===== src/hdl/taylor_sine_cosine_unit_assert.svh =====
// Assertion macros for the Taylor sine/cosine unit.
// Used by the files under hdl that check their own logic; needs clk and rst in scope.
`ifndef TAYLOR_SINE_COSINE_UNIT_ASSERT_SVH
`define TAYLOR_SINE_COSINE_UNIT_ASSERT_SVH
`ifndef SYNTH
`define TSC_ASSERT_NOW(label, cond) \
  label: assert property (@(posedge clk) disable iff (rst) (cond)) \
    else $error("tsc assertion failed");
`define TSC_ASSERT_NEXT(label, pre, post) \
  label: assert property (@(posedge clk) disable iff (rst) (pre) |=> (post)) \
    else $error("tsc assertion failed");
`else
`define TSC_ASSERT_NOW(label, cond)
`define TSC_ASSERT_NEXT(label, pre, post)
`endif
`endif


===== src/hdl/tsc_pkg.sv =====
// Shared constants, payload structs and the pipeline lane type of the
// Taylor sine/cosine unit. No dependencies.
package tsc_pkg;

  localparam int FRACTION_BITS  = 29;
  localparam int GUARD_BITS     = 8;
  localparam int INNER_BITS     = FRACTION_BITS + GUARD_BITS;
  localparam int ANGLE_W        = 32;
  localparam int VALUE_W        = 31;
  localparam int MAG_W          = 31;                 // |angle| after clamping to pi
  localparam int X_W            = MAG_W + GUARD_BITS; // |x| in the inner format
  localparam int X2_W           = 41;                 // x^2 < 10 in the inner format
  localparam int T_W            = 40;                 // every term stays below 8
  localparam int N_W            = 44;                 // rounded product plus d/2
  localparam int ACC_W          = 44;
  localparam int D_W            = 11;
  localparam int RECIP_SHIFT    = N_W;
  localparam int TERM_COUNT_DEF = 10;

  localparam logic CMD_SINE   = 1'b0;
  localparam logic CMD_COSINE = 1'b1;

  // pi in Q2.29 and one in Q1.29
  localparam logic signed [ANGLE_W-1:0] PI_F  = 32'sd1686629713;
  localparam logic signed [VALUE_W-1:0] ONE_F = 31'sd536870912;

  typedef struct packed {
    logic                      cmd;
    logic signed [ANGLE_W-1:0] angle;
  } tsc_in_t;

  typedef struct packed {
    logic signed [VALUE_W-1:0] value;
    logic                      clamped;
  } tsc_out_t;

  typedef struct packed {
    logic                    valid;
    logic                    cosine;
    logic                    neg;
    logic                    clamped;
    logic [X2_W-1:0]         x2;
    logic [T_W-1:0]          t;
    logic signed [ACC_W-1:0] acc;
  } tsc_lane_t;

endpackage


===== src/hdl/tsc_front.sv =====
// Front of the pipeline: clamp, magnitude, and x^2 in the inner format.
// Depends on tsc_pkg and the assertion header.
`include "taylor_sine_cosine_unit_assert.svh"

module tsc_front (
  input  logic               clk,
  input  logic               rst,
  input  logic               en,
  input  logic               arg_valid,
  input  tsc_pkg::tsc_in_t   arg,
  output tsc_pkg::tsc_lane_t lane
);

  localparam int XL   = tsc_pkg::X_W - tsc_pkg::X_W / 2;
  localparam int XH   = tsc_pkg::X_W / 2;
  localparam int LL_W = 2 * XL;
  localparam int LH_W = XL + XH;
  localparam int HH_W = 2 * XH;
  localparam int SQ_W = 2 * tsc_pkg::X_W;

  logic                               over_hi;
  logic                               over_lo;
  logic                               neg;
  logic signed [tsc_pkg::ANGLE_W-1:0] ang_c;
  logic        [tsc_pkg::ANGLE_W-1:0] mag;
  logic        [tsc_pkg::X_W-1:0]     ax;
  logic        [XL-1:0]               ax_lo;
  logic        [XH-1:0]               ax_hi;
  logic        [SQ_W:0]               rnd;

  tsc_pkg::tsc_lane_t s1_next, s1, s2, s3, lane_next;

  logic [LL_W-1:0] pp_ll;
  logic [LH_W-1:0] pp_lh;
  logic [HH_W-1:0] pp_hh;
  logic [SQ_W-1:0] sq;

  always_comb begin
    over_hi = arg.angle > tsc_pkg::PI_F;
    over_lo = arg.angle < -tsc_pkg::PI_F;
    if (over_hi) begin
      ang_c = tsc_pkg::PI_F;
    end else if (over_lo) begin
      ang_c = -tsc_pkg::PI_F;
    end else begin
      ang_c = arg.angle;
    end
    neg = ang_c[tsc_pkg::ANGLE_W-1];
    mag = neg ? tsc_pkg::ANGLE_W'(-ang_c) : tsc_pkg::ANGLE_W'(ang_c);

    s1_next         = '0;
    s1_next.valid   = arg_valid;
    s1_next.cosine  = arg.cmd == tsc_pkg::CMD_COSINE;
    s1_next.neg     = neg;
    s1_next.clamped = over_hi | over_lo;
    s1_next.t       = tsc_pkg::T_W'({mag[tsc_pkg::MAG_W-1:0], {tsc_pkg::GUARD_BITS{1'b0}}});
  end

  assign ax    = s1.t[tsc_pkg::X_W-1:0];
  assign ax_lo = ax[XL-1:0];
  assign ax_hi = ax[tsc_pkg::X_W-1:XL];

  always_comb begin
    rnd = (SQ_W + 1)'(sq) + ((SQ_W + 1)'(1) << (tsc_pkg::INNER_BITS - 1));
    lane_next     = s3;
    lane_next.x2  = tsc_pkg::X2_W'(rnd >> tsc_pkg::INNER_BITS);
    lane_next.t   = s3.cosine ? (tsc_pkg::T_W'(1) << tsc_pkg::INNER_BITS) : s3.t;
    lane_next.acc = $signed(tsc_pkg::ACC_W'(lane_next.t));
  end

  always_ff @(posedge clk) begin
    if (rst) begin
      s1.valid   <= 1'b0;
      s2.valid   <= 1'b0;
      s3.valid   <= 1'b0;
      lane.valid <= 1'b0;
    end else if (en) begin
      s1   <= s1_next;
      s2   <= s1;
      s3   <= s2;
      lane <= lane_next;
    end
  end

  always_ff @(posedge clk) begin
    if (en) begin
      pp_ll <= LL_W'(ax_lo) * LL_W'(ax_lo);
      pp_lh <= LH_W'(ax_lo) * LH_W'(ax_hi);
      pp_hh <= HH_W'(ax_hi) * HH_W'(ax_hi);
      sq    <= SQ_W'(pp_ll) + (SQ_W'(pp_lh) << (XL + 1)) + (SQ_W'(pp_hh) << (2 * XL));
    end
  end

  `TSC_ASSERT_NEXT(front_load_a, arg_valid && en, s1.valid)
  `TSC_ASSERT_NEXT(front_hold_a, !en, $stable(lane) && $stable(s1.valid))

endmodule


===== config.mk =====
export PLATFORM = sky130hd
export DESIGN_NAME = tsc_front
export DESIGN_NICKNAME = d
export VERILOG_FILES = /design/src/hdl/tsc_pkg.sv /design/src/hdl/tsc_front.sv
export VERILOG_INCLUDE_DIRS = /design/src /design/src/hdl
export SDC_FILE = /design/constraint.sdc
export NUM_CORES = 2
export LEC_CHECK = 0
export ABC_AREA = 0
export CAP_MARGIN = 20
export CORE_MARGIN = 2
export CORE_UTILIZATION = 51
export CTS_CLUSTER_DIAMETER = 50
export DETAILED_ROUTE_END_ITERATION = 7
export DONT_BUFFER_PORTS = 1
export GPL_TIMING_DRIVEN = 0
export PLACE_DENSITY = 0.77
export SLEW_MARGIN = 20
export SYNTH_ARGS = -nofsm -noshare
export SYNTH_HDL_FRONTEND = slang
export SYNTH_SLANG_ARGS = --single-unit
export TNS_END_PERCENT = 20

===== constraint.sdc =====
create_clock -name clk -period 28.6 [get_ports clk]
set_input_delay 2.86 -clock clk [delete_from_list [all_inputs] [get_ports clk]]
set_output_delay 2.86 -clock clk [all_outputs]
set_load 0.01 [all_outputs]

==> impl_metrics.yaml <==
critical_path:
  cp-end-kind: "register"
  arrival_ns: 8.78
  cp_common_cell: "fa_1"
  crit_fanout: 10
  crit_path_top_delay_cell: "clkbuf_1"
  critPathRequiredTime_ns: 29.00
  crit_chain: "clkbuf_1 > clkbuf_1 > nand2_1 > fa_1 > fa_1 > inv_1 > fa_1 > fa_1 > fa_1 > inv_1 > fa_1 > inv_1 > ha_1 > a21o_1 > a21o_1 > a21oi_1 > nor2_1 > o41ai_1 > a21o_1 > a21boi_0 > or4b_2 > o2111ai_1"
  critPathKind: "register to register"
  startpoint_type: "register"
  slowest_delay_ns: 0.74
finish:
  area_growth_pct: 8.06
  fin_area_mm2: 0.0361
  drive_above_1_share: 0.0485
  num-fill-cells: 5560
  nets: 4083
yosys:
  yosysMostFrequentCell: "inv_1"
  synth.distinct_cells: 82
  synth-edff-count: 298
  synth_area_mm2: 0.0334
  synthAdderAreaFrac: 0.403
  synth_compound_area_frac: 0.0570
  ys_seq_area_frac: 0.270
  synth_top_family_by_area: "adder cells"
  yosys_warnings: 0
  synth_area_leaders: "fa_1, edfxtp_1, ha_1, inv_1, nand2_1"
  synthMuxAreaShare: 0.00217
  synth_xor_area_frac: 0.0443
  yosysTopAreaCell: "fa_1"
  synth-simple-area-share: 0.131
  synth-seq-cells: 302
  yosysTopAreaCellShare: 0.298
  syn_avg_cell_area_um2: 10.5
  synth_commonest_cells: "inv_1, fa_1, nand2_1"
  synthArstFlopShare: 0
  syn-instance-count: 3196
  synth_ff_type: "edfxtp_1"
floorplan:
  die_width_um: 260
  die_area_mm2: 0.0676
  initial_utilization: 0.517
  ioPinCount: 166
  chipHeight_um: 260
  core_mm2: 0.0647
  fp-row-count: 93
sta:
  finalCritPeriodShare: 0.293
  tns_ns: 0
  setup_viol: 0
  slew-limit-headroom: 0.329
  min_period_ns: 8.38
  max_freq_mhz: 119
  report.final.hold_viol_count: 0
  tightest_slew_ns: 1.01
  worst_slack_ns: 20.22
  finClkSkew_ns: 0.0266
  maxSlewViolCount: 0
  rsz0062_at_grt: "false"
  whs_ns: 0.417
placed_design:
  place_ws_ns: 20.15
  place_area_mm2: 0.0348
  hpwl_um: 61500
  io_buffers: 0
  routabilityCongestion: 0.941
route:
  wl_um: 78500
  wl_per_cell_um: 18.9
  vias: 22540
  drc: 0
  viasPerCell: 5.42
  ant_nets: 0
  dr.pass1.iters: 6
  first_iter_violations: 1709
run_status:
  status: "finished, final reports clean"
global_route:
  antenna_found_initial: 0
  grt_pass1_wl_um: 125000
  first_global_vias: 23637
  grt.total_usage: 0.241
  grt_max_degree: 123
  grt_overflow: 0
cts:
  cts_htree_levels: 2
  cts_root_buf: "clkbuf_16"
  hold_buffers: 0
  path_clk_slew_ns: 0.06
  clock-sinks: 302
  clock_path_buffers: 3
  cts_made_buffers: 42
  cts_tree: "done"
  cts-resized-gates: 0
  insertion_delay_ns: 0.59
  postCtsSetupBuffers: 0
min_path:
  hold_path_class: "register to register"
flow_run:
  drv_cap: 0
==> metal layers <==
| layer | part of all wire | up-vias | track usage | wire length (µm) |
|---|---|---|---|---|
| met3 | 0.096 | 206 | 0.0619 | 7540 |
| li1 | - | 10224 | - | - |
| met2 | 0.46 | 990 | 0.386 | 36200 |
| met5 | 0 | - | 0 | 0 |
| met1 | 0.40 | 11120 | 0.318 | 31700 |
| met4 | 0.040 | 0 | 0.0903 | 3110 |
==> cells in the final DEF (no fill, tap or decap), drive strengths merged, types with 40 or more instances in the layout <==
cell      n
buf      63
nand2   337
xor2     40
o21ai    55
and2    187
nor2    126
ha      281
xnor2   129
clkbuf  151
a21o     46
inv     617
nand3    47
a21oi    81
fa      497
nor2b    54
edfxtp  298
==> worst paths after layout <==
check,start,endpoint,slack (ns),depth (start not counted)
setup reg to reg,ax[24]$_DFFE_PP_,pp_hh[30]$_DFFE_PP_,20.22,22
hold reg to reg,s2[62]$_DFFE_PP_,s3[62]$_DFFE_PP_,0.42,0
hold / removal,s2[62]$_DFFE_PP_,s3[62]$_DFFE_PP_,0.42,0
setup / recovery,ax[24]$_DFFE_PP_,pp_hh[30]$_DFFE_PP_,20.22,22
==> sequential cells by signal, indices dropped and copies added, names as in the netlist <==
| name | count |
|---|---|
| s3 | 31 |
| lane | 76 |
| pp_lh | 31 |
| pp_hh | 37 |
| ax | 31 |
| pp_ll | 11 |
| s1 | 4 |
| lane_next | 4 |
| sq | 42 |
| s2 | 35 |
==> kinds of logic after synthesis <==
group | Yosys count
xor+xnor | 169
flops | 302
buf+inv | 770
simple gates | 879
mux | 7
other cells | 1
fa+ha+maj | 778
compound gates | 290
==> through the flow <==
stage | util | cells
after global placement | 0.535 | 4072
after detailed placement | 0.537 | 4079
after CTS | 0.558 | 4155
after floorplan | - | 3217
after global routing | 0.558 | 4155
final | 0.559 | 4156
==> area by class of cell <==
class	count	area (µm²)	share of cell area
Antenna cell	1	2.50	0.0000693
Buffer	160	800	0.0221
Clock buffer	47	1080	0.0299
Clock inverter	29	302	0.00834
Inverter	610	2290	0.0634
Multi-Input combinational cell	2145	21400	0.592
Sequential cell	302	9030	0.250
Tap cell	855	1070	0.0296
Timing Repair Buffer	7	155	0.00429
==> critical path, delay by kind of cell (launching register included) <==
kind / cells / cell delay [ns]
buffers and inverters: 5 / 1.60
AO/OA/AOI/OAI: 7 / 1.51
AND/OR/NAND/NOR: 3 / 0.95
adder cells (fa/ha/maj): 7 / 3.47
flip-flops: 1 / 0.65
Power is not shown: default switching activity piles up to over one toggle a cycle in this logic, so the estimate is an artifact.
