==> config.mk <==
export PLATFORM = sky130hd
export DESIGN_NAME = tsc_back
export DESIGN_NICKNAME = d
export VERILOG_FILES = /design/src/hdl/taylor_sine_cosine_unit_assert.svh /design/src/hdl/tsc_pkg.sv /design/src/hdl/tsc_back.sv
export SDC_FILE = /design/constraint.sdc
export NUM_CORES = 1
export LEC_CHECK = 0
export ABC_AREA = 1
export BUFFER_PORTS_ARGS = -buffer_cell sky130_fd_sc_hd__buf_2
export CAP_MARGIN = 20
export CORE_MARGIN = 5
export CORE_UTILIZATION = 40
export CTS_CLUSTER_SIZE = 20
export DETAILED_ROUTE_END_ITERATION = 8
export GPL_TIMING_DRIVEN = 1
export PLACE_DENSITY_LB_ADDON = 0.12
export SLEW_MARGIN = 20
export SYNTH_ARGS = -nofsm -noshare
export SYNTH_HDL_FRONTEND = slang
export SYNTH_SLANG_ARGS = --single-unit
export TNS_END_PERCENT = 1
==> constraint.sdc <==
create_clock -name clk -period 2.9 [get_ports clk]
set_input_delay 0.58 -clock clk [delete_from_list [all_inputs] [get_ports clk]]
set_output_delay 0.58 -clock clk [all_outputs]
set_load 0.005 [all_outputs]
==> src/hdl/taylor_sine_cosine_unit_assert.svh <==
// Assertion macros for the Taylor sine/cosine unit.
// Used by the files under hdl that check their own logic; needs clk and rst in scope.
`ifndef TAYLOR_SINE_COSINE_UNIT_ASSERT_SVH
`define TAYLOR_SINE_COSINE_UNIT_ASSERT_SVH
`ifndef SYNTH
`define TSC_ASSERT_NOW(label, cond) \
  label: assert property (@(posedge clk) disable iff (rst) (cond)) \
    else $error("tsc assertion failed");
`define TSC_ASSERT_NEXT(label, pre, post) \
  label: assert property (@(posedge clk) disable iff (rst) (pre) |=> (post)) \
    else $error("tsc assertion failed");
`else
`define TSC_ASSERT_NOW(label, cond)
`define TSC_ASSERT_NEXT(label, pre, post)
`endif
`endif

==> src/hdl/tsc_pkg.sv <==
// Shared constants, payload structs and the pipeline lane type of the
// Taylor sine/cosine unit. No dependencies.
package tsc_pkg;

  localparam int FRACTION_BITS  = 29;
  localparam int GUARD_BITS     = 8;
  localparam int INNER_BITS     = FRACTION_BITS + GUARD_BITS;
  localparam int ANGLE_W        = 32;
  localparam int VALUE_W        = 31;
  localparam int MAG_W          = 31;                 // |angle| after clamping to pi
  localparam int X_W            = MAG_W + GUARD_BITS; // |x| in the inner format
  localparam int X2_W           = 41;                 // x^2 < 10 in the inner format
  localparam int T_W            = 40;                 // every term stays below 8
  localparam int N_W            = 44;                 // rounded product plus d/2
  localparam int ACC_W          = 44;
  localparam int D_W            = 11;
  localparam int RECIP_SHIFT    = N_W;
  localparam int TERM_COUNT_DEF = 10;

  localparam logic CMD_SINE   = 1'b0;
  localparam logic CMD_COSINE = 1'b1;

  // pi in Q2.29 and one in Q1.29
  localparam logic signed [ANGLE_W-1:0] PI_F  = 32'sd1686629713;
  localparam logic signed [VALUE_W-1:0] ONE_F = 31'sd536870912;

  typedef struct packed {
    logic                      cmd;
    logic signed [ANGLE_W-1:0] angle;
  } tsc_in_t;

  typedef struct packed {
    logic signed [VALUE_W-1:0] value;
    logic                      clamped;
  } tsc_out_t;

  typedef struct packed {
    logic                    valid;
    logic                    cosine;
    logic                    neg;
    logic                    clamped;
    logic [X2_W-1:0]         x2;
    logic [T_W-1:0]          t;
    logic signed [ACC_W-1:0] acc;
  } tsc_lane_t;

endpackage

==> src/hdl/tsc_back.sv <==
// Back of the pipeline: drops the guard bits with rounding, saturates to
// plus or minus one and restores the sine's sign. Depends on tsc_pkg.
module tsc_back (
  input  logic               clk,
  input  logic               rst,
  input  logic               en,
  input  tsc_pkg::tsc_lane_t lane,
  output logic               out_valid,
  output tsc_pkg::tsc_out_t  out_data
);

  localparam int R_W = tsc_pkg::ACC_W - tsc_pkg::GUARD_BITS;
  localparam logic signed [R_W-1:0] ONE_R = R_W'(tsc_pkg::ONE_F);

  logic                    b1_valid;
  logic                    b1_flip;
  logic                    b1_clamped;
  logic signed [R_W-1:0]   b1_q;
  logic signed [R_W-1:0]   q_next;
  logic signed [tsc_pkg::ACC_W-1:0] v;
  logic signed [R_W-1:0]   sat;
  tsc_pkg::tsc_out_t       out_next;

  // floor of (acc + half) / 2^GUARD covers both signs
  always_comb begin
    v      = lane.acc + $signed(tsc_pkg::ACC_W'(1) << (tsc_pkg::GUARD_BITS - 1));
    q_next = R_W'(v >>> tsc_pkg::GUARD_BITS);
  end

  always_comb begin
    if (b1_q > ONE_R) begin
      sat = ONE_R;
    end else if (b1_q < -ONE_R) begin
      sat = -ONE_R;
    end else begin
      sat = b1_q;
    end
    out_next.value   = tsc_pkg::VALUE_W'(b1_flip ? -sat : sat);
    out_next.clamped = b1_clamped;
  end

  always_ff @(posedge clk) begin
    if (rst) begin
      b1_valid  <= 1'b0;
      out_valid <= 1'b0;
    end else if (en) begin
      b1_valid  <= lane.valid;
      out_valid <= b1_valid;
    end
  end

  always_ff @(posedge clk) begin
    if (en) begin
      b1_q       <= q_next;
      b1_flip    <= !lane.cosine && lane.neg;
      b1_clamped <= lane.clamped;
      out_data   <= out_next;
    end
  end

endmodule

==> results.txt <==
The required time of the critical path came out at 2.97 ns. The total length of routed wires came out at 10.1 mm. The maximum clock rate is 396 MHz. The initial antenna violation count came out at 0.

Across the VDD grid, the largest voltage drop is 227 uV. The via count of the first global-routing pass came to 3805. The maximum number of buffers from clock root to sink is 2. After detailed routing, the number of vias per cell comes to 4.76.

Across the routed clock network, the largest skew measured is 0.00454 ns. The initial utilization of the core area, before any placement, comes to 0.408. The die span in y is 118 um.

The largest stage delay on the critical path is 0.45 ns. The count of antenna-violating nets left after detailed routing came out at 0. The synthesized netlist contains 36 unique library cells. The worst setup path is launched from a flip-flop. The total CTS buffers came out at 9. For this run, the leading register cell type out of synthesis is sky130_fd_sc_hd__edfxtp_1. The sequential area share after synthesis is 0.462. For the worst flop-to-flop path, the logic depth is 15. The layout overhead on the synthesized area is 16.2%. The horizontal die dimension came out at 118 um.

The number of logic stages on the critical path including buffering came out at 15. The post-layout total power is 2830 uW. The actual slew at the worst max-slew pin came out at 0.479 ns. The setup slack on the worst flop-to-flop path came out at 0.37 ns. The fraction of registers with async set/reset is 0. The number of placed instances with taps included came out at 770.

The proportion of layout cells with a drive suffix above 1 is 0.206. The global router's overall resource usage came out at 0.152. The number of enable-type register cells in the synthesized netlist is 70. Leaving out fill and tap cells, the most frequent cell in the layout is sky130_fd_sc_hd__nand2_1. The total number of placement rows came out at 39. The synthesized netlist cell count is 557. The number of buffers and inverters on the critical path is 2. The number of warnings issued by yosys is 0. For this run, the detailed router's first-pass iteration total came to 4.

The area share of the leading cell type in the synthesized netlist is 0.453. Counting stages on the worst path, the most repeated cell is sky130_fd_sc_hd__nand2_1. The final weighted congestion in routability-driven placement is 0.845. The smallest clock period supported by the final layout is computed as 2.53 ns.

The number of synthesized register bits is 72. Setup violations remaining at the end of the flow were counted as 0. For this run, the post-layout net count is 772. The die footprint is 13800 um^2.

The number of instances on the worst hold path came out at 2. The first global-routing pass estimated 17.5 mm of wire. The average wire per cell in the routed design came out at 12.8 um. In the layout the commonest cells are 160 x sky130_fd_sc_hd__nand2_1, 78 x sky130_fd_sc_hd__nor2_1, 76 x sky130_fd_sc_hd__buf_2. The number of hold-repair buffers added at the cts stage is 0. The number of design rule violations left after detail routing is 0. The share of the clock period used by the worst path is 0.871. The post-layout utilization of the core came out at 0.474.

The leakage power of the design came out at 0.00246 uW. The initial detailed-routing violation count came out at 144. The kind of cell with the highest combined delay along the critical path is simple AND/OR/NAND/NOR gates. After synthesis, the mean cell area works out to 8.32 um^2.

The biggest area contributor in the post-synthesis netlist is sky130_fd_sc_hd__edfxtp_1. The number of max-capacitance violations reported is 0. The relative max-transition margin came out at 0.681. The clock transition at the registers of the reported paths came out at 0.05 ns. The via count of the routed design came out at 3733. The count of buffers added on input and output ports is 76.

The number of placed I/O pins is 165. The arrival time at the worst endpoint is 2.60 ns. CTS saw 72 sinks. The slowest stage of the critical path belongs to the cell sky130_fd_sc_hd__edfxtp_1.

The number of nets in the synthesized netlist came out at 691. The worst setup path is captured at a flip-flop. The CTS tree is yes. Adding up every negative setup slack in the final design gives 0 ns. The worst min-delay path class is in -> reg.

The antenna cell count came out at 0. The tree is rooted in a sky130_fd_sc_hd__clkbuf_16. The synthesized cell area is 4640 um^2. In this run, post-CTS repair resized a total of 0 instances. The HPWL reported at the end of detailed placement is 8.19 mm. The power density relative to cell area is 526 nW/um^2. The number of cells in the finished layout apart from fillers came out at 784. The buffer count from post-CTS setup fixing came out at 0. The run finished with clean final reports. The total area inside the core boundary comes to 11400 um^2.

The pin count of the biggest net entering global routing is 41. By startpoint and endpoint, the worst setup path is classified as reg -> reg. The clock reaches the later pin of the worst-skew pair after 0.33 ns. Traced cell by cell, the critical path runs through nor2_1 -> nand2_1 -> nor3_2 -> nor2_1 -> nand2_2 -> buf_4 -> o21ai_0 -> nand2_1 -> nor2_1 -> nand2_1 -> inv_1 -> nand2_1 -> nand2_1 -> nand2_1 -> nand2_1. The max-slew violation total from the final report is 0. The deepest level of the CTS H-tree came out at 3. Setup repair after global routing left no endpoint under its margin. The aggregate global routing overflow is 0.

Sorting the synthesized cells by area gives the leading types as sky130_fd_sc_hd__edfxtp_1 45%, sky130_fd_sc_hd__nand2_1 13%, sky130_fd_sc_hd__xor2_1 6.4%, sky130_fd_sc_hd__nor2_1 6.3%, sky130_fd_sc_hd__inv_1 5.2%. The number of hold violations in the final report is 0. Of all nets on the critical path, the largest fanout is 40.
through the flow:
step / area, um^2 / hold WS, ns / setup WS (ns)
2_1_floorplan: 4640 / 0.400 / 0.422
3_3_place_gp: 5140 / 0.404 / 0.384
3_5_place_dp: 5140 / 0.415 / 0.354
4_1_cts: 5390 / 0.410 / 0.353
5_1_grt: 5390 / 0.420 / 0.0496
6_report: 5390 / 0.419 / 0.374
metal layers:
metal / part of all wire / vias up / track usage / routed length, um
met4: 0.028 / 0 / 0.0731 / 284
met2: 0.46 / 73 / 0.251 / 4670
met3: 0.037 / 19 / 0.0240 / 375
met5: 0 / - / 0 / 0
li1: - / 1975 / - / -
met1: 0.47 / 1666 / 0.194 / 4730
logic make-up (layout without fill, tap and decap cells):
group,after synthesis,after routing,synth area share
AO/OA/AOI/OAI,37,37,0.0456
XOR/XNOR,48,48,0.0907
adder cells (fa/ha/maj),2,2,0.00540
buffers and inverters,76,160,0.0737
flip-flops,72,72,0.462
AND/OR/NAND/NOR,322,322,0.323
synthesized netlist by cell type, types with 2 or more instances:
library cell,count
sky130_fd_sc_hd__a21oi_1,5
sky130_fd_sc_hd__buf_2,4
sky130_fd_sc_hd__buf_4,2
sky130_fd_sc_hd__buf_6,4
sky130_fd_sc_hd__dfxtp_1,2
sky130_fd_sc_hd__edfxtp_1,70
sky130_fd_sc_hd__ha_1,2
sky130_fd_sc_hd__inv_1,64
sky130_fd_sc_hd__nand2_1,160
sky130_fd_sc_hd__nand2_2,6
sky130_fd_sc_hd__nand3_1,23
sky130_fd_sc_hd__nand3_2,4
sky130_fd_sc_hd__nand3b_1,6
sky130_fd_sc_hd__nand4_1,11
sky130_fd_sc_hd__nor2_1,78
sky130_fd_sc_hd__nor2_2,8
sky130_fd_sc_hd__nor2_4,4
sky130_fd_sc_hd__nor3_1,12
sky130_fd_sc_hd__nor3_2,2
sky130_fd_sc_hd__o21ai_0,17
sky130_fd_sc_hd__o21ai_1,8
sky130_fd_sc_hd__o21ai_2,5
sky130_fd_sc_hd__xnor2_1,14
sky130_fd_sc_hd__xor2_1,34
where the power goes:
group / total [uW] / internal, uW / switching, uW
Clock: 943 / 560 / 384
Sequential: 1300 / 1270 / 27.2
Combinational: 593 / 207 / 387
Total: 2830 / 2040 / 797
sequential cells by signal (all words and copies together), names as in the netlist:
signal      cells
b1_flip         1
b1_valid        1
out_data       32
out_valid       1
b1_clamped      1
b1_q           36
worst paths after layout:
check                                     startpoint                     end
worst max-delay path              b1_q[35]$_DFFE_PP_  out_data[26]$_DFFE_PP_
worst min-delay path                             rst  out_valid$_SDFFE_PP0P_
worst max register to register    b1_q[35]$_DFFE_PP_  out_data[26]$_DFFE_PP_
worst min register to register  b1_clamped$_DFFE_PP_   out_data[0]$_DFFE_PP_
cell type report:
type / count / area, um^2
tap: 143 / 179
timing repair buffer: 81 / 418
inverter: 65 / 246
sequential: 72 / 2140
clock buffer: 9 / 225
clock inverter: 5 / 26.3
fill: 1137 / 5980
multi-input combinational: 409 / 2150
No activity file was read; power rests on OpenSTA's default activity.
